===== config.mk =====
export PLATFORM = sky130hd
export DESIGN_NAME = buffer_level_output_selector_top
export DESIGN_NICKNAME = d
export VERILOG_FILES = /design/src/rtl/core/bls_pkg.sv /design/src/rtl/core/buffer_level_output_selector_top.sv /design/src/rtl/core/bls_prep.sv /design/src/rtl/core/bls_select.sv /design/src/rtl/core/bls_pick.sv
export SDC_FILE = /design/constraint.sdc
export NUM_CORES = 1
export LEC_CHECK = 0
export BUFFER_PORTS_ARGS = -buffer_cell sky130_fd_sc_hd__buf_2
export CAP_MARGIN = 20
export CORE_MARGIN = 2
export CORE_UTILIZATION = 27
export DETAILED_ROUTE_END_ITERATION = 12
export PLACE_DENSITY_LB_ADDON = 0.2
export SLEW_MARGIN = 15
export SYNTH_ARGS = -nofsm -noshare
export SYNTH_HDL_FRONTEND = slang
export SYNTH_SLANG_ARGS = --single-unit

===== constraint.sdc =====
create_clock -name clock -period 15 [get_ports clock]
set_clock_uncertainty 0.1 [all_clocks]
set_input_delay 3.75 -clock clock [delete_from_list [all_inputs] [get_ports clock]]
set_output_delay 3.75 -clock clock [all_outputs]
set_load 0.01 [all_outputs]

===== src/rtl/core/bls_pkg.sv =====
package bls_pkg;

   localparam int MASK_W   = 8;
   localparam int LEVEL_W  = 4;
   localparam int LEVELS_W = 32;
   localparam int RND_W    = 16;
   localparam int NIBBLE_W = 4;
   localparam int DIR_W    = 3;
   localparam int POS_W    = 3;
   localparam int SUM_W    = 9;
   localparam int RECIP_SH = 12;
   localparam int RECIP_W  = RECIP_SH + 1;
   localparam int PROD_W   = SUM_W + RECIP_W;
   localparam int SEEN_W   = 4;

   localparam int REQ_DATA_W = 64;
   localparam int RSP_DATA_W = 8;

   typedef struct packed {
      logic all_reserved;
      logic no_candidate;
   } bls_flags_type;

endpackage


===== src/rtl/core/buffer_level_output_selector_top.sv =====
// Buffer-level output selector for a network-on-chip router.
// req channel: one item per routing decision, carrying the admissible
// direction mask, the reserved mask, the packed 4-bit free levels and a
// random tie-break value. rsp channel: one item per request, in order,
// with the chosen direction and the all_reserved / no_candidate flags.
// The pipeline runs from req acceptance to rsp_tvalid through a prepare
// stage (masking, level saturation, partial residues of the random value),
// a select stage (greatest level, tie set, residue reduction) and a pick
// stage (tie count and position walk) whose register drives rsp.
// Throughput is one item per cycle; each stage has its own valid bit and
// takes a new item whenever it is empty or its successor moves on, so
// bubbles are squeezed out while the receiver stalls.
// req_tready falls only once all three stages hold an item and rsp_tready
// is low; nothing is dropped or repeated across a stall.
// Reset empties the pipeline; no state survives between items.
module buffer_level_output_selector_top #(
   parameter int NUM_DIRS = 8,
   parameter int MAX_FREE = 15
) (
   input  logic                                clock,
   input  logic                                reset,
   input  logic                                req_tvalid,
   output logic                                req_tready,
   // candidate_mask[7:0], reserved_mask[15:8], free_levels[47:16],
   // random_value[63:48]
   input  logic [bls_pkg::REQ_DATA_W-1:0]      req_tdata,
   output logic                                rsp_tvalid,
   input  logic                                rsp_tready,
   // chosen_direction[2:0], all_reserved[3], no_candidate[4], zero fill
   output logic [bls_pkg::RSP_DATA_W-1:0]      rsp_tdata
);
   import bls_pkg::*;

   logic                s1_valid, s1_ready;
   logic [NUM_DIRS-1:0] s1_cand, s1_free;
   logic [LEVEL_W-1:0]  s1_level [NUM_DIRS];
   logic [SUM_W-1:0]    s1_sum   [NUM_DIRS];

   logic                s2_valid, s2_ready;
   logic [NUM_DIRS-1:0] s2_sel;
   bls_flags_type       s2_flags;
   logic [POS_W-1:0]    s2_res [NUM_DIRS];

   logic [DIR_W-1:0]    s3_direction;
   bls_flags_type       s3_flags;

   bls_prep #(
      .NUM_DIRS (NUM_DIRS),
      .MAX_FREE (MAX_FREE)
   ) u_prep (
      .clock             (clock),
      .reset             (reset),
      .in_valid          (req_tvalid),
      .in_ready          (req_tready),
      .in_candidate_mask (req_tdata[7:0]),
      .in_reserved_mask  (req_tdata[15:8]),
      .in_free_levels    (req_tdata[47:16]),
      .in_random_value   (req_tdata[63:48]),
      .out_valid         (s1_valid),
      .out_ready         (s1_ready),
      .out_cand          (s1_cand),
      .out_free          (s1_free),
      .out_level         (s1_level),
      .out_sum           (s1_sum)
   );

   bls_select #(
      .NUM_DIRS (NUM_DIRS)
   ) u_select (
      .clock     (clock),
      .reset     (reset),
      .in_valid  (s1_valid),
      .in_ready  (s1_ready),
      .in_cand   (s1_cand),
      .in_free   (s1_free),
      .in_level  (s1_level),
      .in_sum    (s1_sum),
      .out_valid (s2_valid),
      .out_ready (s2_ready),
      .out_sel   (s2_sel),
      .out_flags (s2_flags),
      .out_res   (s2_res)
   );

   bls_pick #(
      .NUM_DIRS (NUM_DIRS)
   ) u_pick (
      .clock         (clock),
      .reset         (reset),
      .in_valid      (s2_valid),
      .in_ready      (s2_ready),
      .in_sel        (s2_sel),
      .in_flags      (s2_flags),
      .in_res        (s2_res),
      .out_valid     (rsp_tvalid),
      .out_ready     (rsp_tready),
      .out_direction (s3_direction),
      .out_flags     (s3_flags)
   );

   assign rsp_tdata = {3'b000, s3_flags.no_candidate, s3_flags.all_reserved, s3_direction};

endmodule


===== src/rtl/core/bls_prep.sv =====
module bls_prep #(
   parameter int NUM_DIRS = 8,
   parameter int MAX_FREE = 15
) (
   input  logic                           clock,
   input  logic                           reset,
   input  logic                           in_valid,
   output logic                           in_ready,
   input  logic [bls_pkg::MASK_W-1:0]     in_candidate_mask,
   input  logic [bls_pkg::MASK_W-1:0]     in_reserved_mask,
   input  logic [bls_pkg::LEVELS_W-1:0]   in_free_levels,
   input  logic [bls_pkg::RND_W-1:0]      in_random_value,
   output logic                           out_valid,
   input  logic                           out_ready,
   output logic [NUM_DIRS-1:0]            out_cand,
   output logic [NUM_DIRS-1:0]            out_free,
   output logic [bls_pkg::LEVEL_W-1:0]    out_level [NUM_DIRS],
   output logic [bls_pkg::SUM_W-1:0]      out_sum   [NUM_DIRS]
);
   import bls_pkg::*;

   logic                valid_ff;
   logic                valid_in;
   logic [NUM_DIRS-1:0] cand_ff, cand_in;
   logic [NUM_DIRS-1:0] free_ff, free_in;
   logic [LEVEL_W-1:0]  level_ff [NUM_DIRS];
   logic [LEVEL_W-1:0]  level_in [NUM_DIRS];
   logic [SUM_W-1:0]    sum_ff   [NUM_DIRS];
   logic [SUM_W-1:0]    sum_in   [NUM_DIRS];
   logic [NIBBLE_W-1:0] nib0, nib1, nib2, nib3;

   assign in_ready = !valid_ff || out_ready;
   assign valid_in = in_ready ? in_valid : valid_ff;

   assign nib0 = in_random_value[3:0];
   assign nib1 = in_random_value[7:4];
   assign nib2 = in_random_value[11:8];
   assign nib3 = in_random_value[15:12];

   always_comb begin
      logic [LEVEL_W-1:0] raw;
      for (int d = 0; d < NUM_DIRS; d++) begin
         raw         = in_free_levels[d*LEVEL_W +: LEVEL_W];
         level_in[d] = (raw > LEVEL_W'(MAX_FREE)) ? LEVEL_W'(MAX_FREE) : raw;
         cand_in[d]  = in_candidate_mask[d];
         free_in[d]  = in_candidate_mask[d] & ~in_reserved_mask[d];
      end
   end

   // nibble weights reduced per modulus, sum stays small
   for (genvar m = 1; m <= NUM_DIRS; m++) begin : g_sum
      localparam int W1 = 16 % m;
      localparam int W2 = 256 % m;
      localparam int W3 = 4096 % m;
      assign sum_in[m-1] = SUM_W'(nib0)
                         + SUM_W'(nib1) * SUM_W'(W1)
                         + SUM_W'(nib2) * SUM_W'(W2)
                         + SUM_W'(nib3) * SUM_W'(W3);
   end

   always_ff @(posedge clock) begin
      if (reset) begin
         valid_ff <= 1'b0;
      end else begin
         valid_ff <= valid_in;
      end
   end

   always_ff @(posedge clock) begin
      if (in_ready && in_valid) begin
         cand_ff <= cand_in;
         free_ff <= free_in;
         level_ff <= level_in;
         sum_ff <= sum_in;
      end
   end

   assign out_valid = valid_ff;
   assign out_cand  = cand_ff;
   assign out_free  = free_ff;
   assign out_level = level_ff;
   assign out_sum   = sum_ff;

endmodule


===== src/rtl/core/bls_select.sv =====
module bls_select #(
   parameter int NUM_DIRS = 8
) (
   input  logic                          clock,
   input  logic                          reset,
   input  logic                          in_valid,
   output logic                          in_ready,
   input  logic [NUM_DIRS-1:0]           in_cand,
   input  logic [NUM_DIRS-1:0]           in_free,
   input  logic [bls_pkg::LEVEL_W-1:0]   in_level [NUM_DIRS],
   input  logic [bls_pkg::SUM_W-1:0]     in_sum   [NUM_DIRS],
   output logic                          out_valid,
   input  logic                          out_ready,
   output logic [NUM_DIRS-1:0]           out_sel,
   output bls_pkg::bls_flags_type        out_flags,
   output logic [bls_pkg::POS_W-1:0]     out_res [NUM_DIRS]
);
   import bls_pkg::*;

   logic                valid_ff;
   logic                valid_in;
   logic [NUM_DIRS-1:0] sel_ff, sel_in;
   bls_flags_type       flags_ff, flags_in;
   logic [POS_W-1:0]    res_ff [NUM_DIRS];
   logic [POS_W-1:0]    res_in [NUM_DIRS];
   logic [LEVEL_W-1:0]  best;
   logic [NUM_DIRS-1:0] ties;

   assign in_ready = !valid_ff || out_ready;
   assign valid_in = in_ready ? in_valid : valid_ff;

   // greatest level among free directions, zero levels included
   always_comb begin
      best = '0;
      for (int d = 0; d < NUM_DIRS; d++) begin
         if (in_free[d] && in_level[d] > best) begin
            best = in_level[d];
         end
      end
      for (int d = 0; d < NUM_DIRS; d++) begin
         ties[d] = in_free[d] && (in_level[d] == best);
      end
   end

   always_comb begin
      flags_in.no_candidate = (in_cand == '0);
      flags_in.all_reserved = (in_cand != '0) && (in_free == '0);
      sel_in = (in_free == '0) ? in_cand : ties;
   end

   // reciprocal reduction of the weighted sums
   for (genvar m = 1; m <= NUM_DIRS; m++) begin : g_mod
      localparam int RECIP = ((1 << RECIP_SH) + m - 1) / m;
      logic [PROD_W-1:0] prod;
      logic [SUM_W-1:0]  quot;
      logic [SUM_W-1:0]  rem;
      assign prod = PROD_W'(in_sum[m-1]) * PROD_W'(RECIP);
      assign quot = prod[RECIP_SH +: SUM_W];
      assign rem  = in_sum[m-1] - quot * SUM_W'(m);
      assign res_in[m-1] = rem[POS_W-1:0];
   end

   always_ff @(posedge clock) begin
      if (reset) begin
         valid_ff <= 1'b0;
      end else begin
         valid_ff <= valid_in;
      end
   end

   always_ff @(posedge clock) begin
      if (in_ready && in_valid) begin
         sel_ff <= sel_in;
         flags_ff <= flags_in;
         res_ff <= res_in;
      end
   end

   assign out_valid = valid_ff;
   assign out_sel   = sel_ff;
   assign out_flags = flags_ff;
   assign out_res   = res_ff;

endmodule


===== src/rtl/core/bls_pick.sv =====
module bls_pick #(
   parameter int NUM_DIRS = 8
) (
   input  logic                        clock,
   input  logic                        reset,
   input  logic                        in_valid,
   output logic                        in_ready,
   input  logic [NUM_DIRS-1:0]         in_sel,
   input  bls_pkg::bls_flags_type      in_flags,
   input  logic [bls_pkg::POS_W-1:0]   in_res [NUM_DIRS],
   output logic                        out_valid,
   input  logic                        out_ready,
   output logic [bls_pkg::DIR_W-1:0]   out_direction,
   output bls_pkg::bls_flags_type      out_flags
);
   import bls_pkg::*;

   localparam int CNT_W = $clog2(NUM_DIRS + 1);
   localparam int IDX_W = $clog2(NUM_DIRS);

   logic               valid_ff;
   logic               valid_in;
   logic [DIR_W-1:0]   dir_ff, dir_in;
   bls_flags_type      flags_ff;
   logic [CNT_W-1:0]   cnt;
   logic [CNT_W-1:0]   cnt_m1;
   logic [POS_W-1:0]   pos;

   assign in_ready = !valid_ff || out_ready;
   assign valid_in = in_ready ? in_valid : valid_ff;

   always_comb begin
      cnt = '0;
      for (int d = 0; d < NUM_DIRS; d++) begin
         cnt = cnt + CNT_W'(in_sel[d]);
      end
      cnt_m1 = cnt - CNT_W'(1);
      pos = (cnt == '0) ? '0 : in_res[cnt_m1[IDX_W-1:0]];
   end

   // walk the set bits in ascending order up to the chosen position
   always_comb begin
      logic [SEEN_W-1:0] seen;
      logic              found;
      seen   = '0;
      found  = 1'b0;
      dir_in = '0;
      for (int d = 0; d < NUM_DIRS; d++) begin
         if (in_sel[d]) begin
            if (!found && seen == SEEN_W'(pos)) begin
               dir_in = DIR_W'(d);
               found  = 1'b1;
            end
            seen = seen + SEEN_W'(1);
         end
      end
   end

   always_ff @(posedge clock) begin
      if (reset) begin
         valid_ff <= 1'b0;
      end else begin
         valid_ff <= valid_in;
      end
   end

   always_ff @(posedge clock) begin
      if (in_ready && in_valid) begin
         dir_ff <= dir_in;
         flags_ff <= in_flags;
      end
   end

   assign out_valid     = valid_ff;
   assign out_direction = dir_ff;
   assign out_flags     = flags_ff;

endmodule


==> flow_metrics.py <==
metrics = {
    "status": {
        "outcome": "finished, final reports clean",
    },
    "die": {
        "io_pins": 78,
        "die_w_um": 205,
        "die_h_um": 205,
        "start_util_pct": 27.4,
        "row_count": 73,
        "core_mm2": 0.0397,
        "die_area_mm2": 0.0419,
    },
    "synth": {
        "synth_top_area_cell": "edfxtp_1",
        "synth_top_family_by_area": "adder cells",
        "synth_cell_types": 84,
        "yosysSeqAreaShare_pct": 28.2,
        "synthesis.area_mm2": 0.0109,
        "synth_seq_cells": 103,
        "synth_cells": 1072,
        "synth-compound-area-share_pct": 11.9,
        "yosys.area_share.simple_pct": 9.99,
        "async_flop_share_pct": 0,
        "yosysMostFrequentCell": "inv_1",
        "synth_edf_count": 100,
        "synthAdderAreaFrac_pct": 32.0,
        "muxShareOfSynthArea_pct": 1.37,
        "synth_commonest_cells": "inv_1 (203), ha_1 (184), edfxtp_1 (100), xnor2_1 (88), fa_1 (57)",
        "netlist.area_leader.share_pct": 27.6,
        "ys.warnings.count": 0,
        "synth-main-ff-cell": "edfxtp_1",
        "synth-xor-area-share_pct": 8.86,
        "avgSynthCellArea_um2": 10.1,
        "ys_top_cells_by_area": "edfxtp_1 (28%), ha_1 (21%), fa_1 (10%)",
    },
    "critical_path": {
        "worstSetupEndpointType": "flip-flop",
        "r2r-end": "u_select.out_sel[1]$_DFFE_PP_",
        "path_buf_inv": 4,
        "cp_top_family": "compound AO/OA/AOI/OAI gates",
        "cp_common_cell": "ha_1",
        "path_class": "flip-flop to flip-flop",
        "crit_path_max_fanout": 8,
        "r2r_cells": 50,
        "r2r_start": "u_prep.out_free[0]$_DFFE_PP_",
        "critical-path-slowest-cell": "o311ai_1",
        "critical_path.startpoint_type": "flip-flop",
        "ff2ff_setup_slack_ps": 2980,
        "max_stage_delay_ps": 910,
        "worstPathRequired_ps": 15080,
        "crit_arrival_ps": 12100,
    },
    "cells_and_area": {
        "drive_gt1_share_pct": 10.9,
        "fill_cells": 4167,
        "nNetsFinal": 1457,
        "antennaDiodeCount": 0,
        "area_growth_pct": 12.5,
    },
    "routing": {
        "num_vias": 7609,
        "wl_per_cell_um": 14.0,
        "vias_per_cell": 4.53,
        "remaining_drc_errors": 0,
        "ant_nets": 0,
        "routed_wl_um": 23600,
        "drt_iter0_drc": 439,
        "drt_first_pass_iters": 5,
    },
    "sta": {
        "slew_headroom_pct": 27.4,
        "slew_violations": 0,
        "hold_violations": 0,
        "fin_crit_sh_pct": 80.1,
        "finalSetupViolations": 0,
        "timing.fmax_ghz": 0.0832,
        "fin_crit_ps": 12020,
        "fin_tns_setup_ps": 0,
        "worstMarginPinSlew_ps": 1070,
        "rsz0062_at_grt": "no",
    },
    "min_path": {
        "hold_depth": 0,
        "min_to": "u_select.out_res[2]$_DFFE_PP_",
        "hp-start": "u_prep.out_sum[65]$_DFFE_PP_",
        "worst_hold_path_type": "flip-flop to flip-flop",
    },
    "clock_network": {
        "holdBufCountCts": 0,
        "cts_sinks": 103,
        "cts_setup_buffers": 0,
        "htreeDepth": 3,
        "cts_tree": "yes",
        "clock_latency_ps": 360,
        "clockBufferDepth": 2,
        "clkTransAtPathRegs_ps": 70,
        "cts_buffers": 9,
        "cts-root-buf": "clkbuf_16",
        "cts_resized": 0,
    },
    "global_routing": {
        "grt_max_degree": 72,
        "antenna_found_initial": 2,
        "grt_pass1_wl_um": 39300,
        "overflow": 0,
        "grt_pass1_vias": 7852,
        "track_usage_pct": 11.7,
    },
    "job": {
        "cap_violations": 0,
    },
    "placement": {
        "gp_congestion": 0.821,
        "dp_hpwl_um": 19500,
        "port_buffers": 74,
    },
}
==> cell usage in the layout (no fill, tap or decap), drive strengths merged, types with 7 or more instances in the layout <==
cell	count
a211oi	7
a21o	11
a21oi	47
and2	8
buf	78
clkbuf	11
edfxtp	100
fa	57
ha	184
inv	205
mux2i	10
nand2	53
nand2b	11
nand3	15
nand4	9
nor2	46
nor2b	27
nor3	9
o21a	7
o21ai	30
o41ai	7
xnor2	88
xor2	22
==> sequential cells by signal, indices dropped and copies added, names as in the netlist <==
register              count
u_pick.out_direction      3
u_pick.out_flags          2
u_pick.out_valid          1
u_prep.out_cand           8
u_prep.out_free           8
u_prep.out_level         32
u_prep.out_sum           23
u_prep.out_valid          1
u_select.out_flags        2
u_select.out_res         14
u_select.out_sel          8
u_select.out_valid        1
==> cell type report <==
class | instances | area [µm²] | area share, %
Timing Repair Buffer | 79 | 405 | 3.31
Tap cell | 525 | 657 | 5.37
Clock inverter | 6 | 115 | 0.941
Inverter | 203 | 762 | 6.23
Sequential cell | 103 | 3060 | 25.0
Clock buffer | 10 | 239 | 1.95
Multi-Input combinational cell | 752 | 6990 | 57.2
==> worst max path at each step <==
stage,from,endpoint,cells past startpoint
after CTS,u_prep.out_free[0]$_DFFE_PP_,u_select.out_sel[5]$_DFFE_PP_,49
after global routing,u_prep.out_free[0]$_DFFE_PP_,u_select.out_sel[3]$_DFFE_PP_,49
final,u_prep.out_free[0]$_DFFE_PP_,u_select.out_sel[1]$_DFFE_PP_,50
after global placement,u_prep.out_free[0]$_DFFE_PP_,u_select.out_sel[5]$_DFFE_PP_,49
after detailed placement,u_prep.out_free[0]$_DFFE_PP_,u_select.out_sel[4]$_DFFE_PP_,49
after floorplan,u_prep.out_free[0]$_DFFE_PP_,u_select.out_sel[1]$_DFFE_PP_,51
==> logic make-up after synthesis <==
group	after synthesis
other	1
adder cells (fa/ha/maj)	244
multiplexers	13
buffers and inverters	219
AO/OA/AOI/OAI	173
XOR/XNOR	110
AND/OR/NAND/NOR	209
flip-flops	103
==> stage by stage <==
step / setup WS (ps) / utilization, % / cell area [µm²] / std cells / hold slack (ps)
6_report: 2980 / 30.8 / 12200 / 1678 / 327
5_1_grt: 1870 / 30.8 / 12200 / 1678 / 345
4_1_cts: 2830 / 30.8 / 12200 / 1677 / 331
3_5_place_dp: 2860 / 29.9 / 11900 / 1661 / 307
3_3_place_gp: 3390 / 29.9 / 11900 / 1661 / 310
2_1_floorplan: 4740 / - / 10900 / 1074 / 300
==> layer usage <==
layer	routed length, µm	global-route usage, %	vias to the layer above	part of all wire [%]
met5	24	0	-	0.10
met4	274	2.67	4	1.2
met2	11100	19.8	124	47
met1	11200	15.3	3614	47
li1	-	-	3848	-
met3	974	2.39	19	4.1
Power is not shown: default switching activity piles up to over one toggle a cycle in this logic, so the estimate is an artifact.
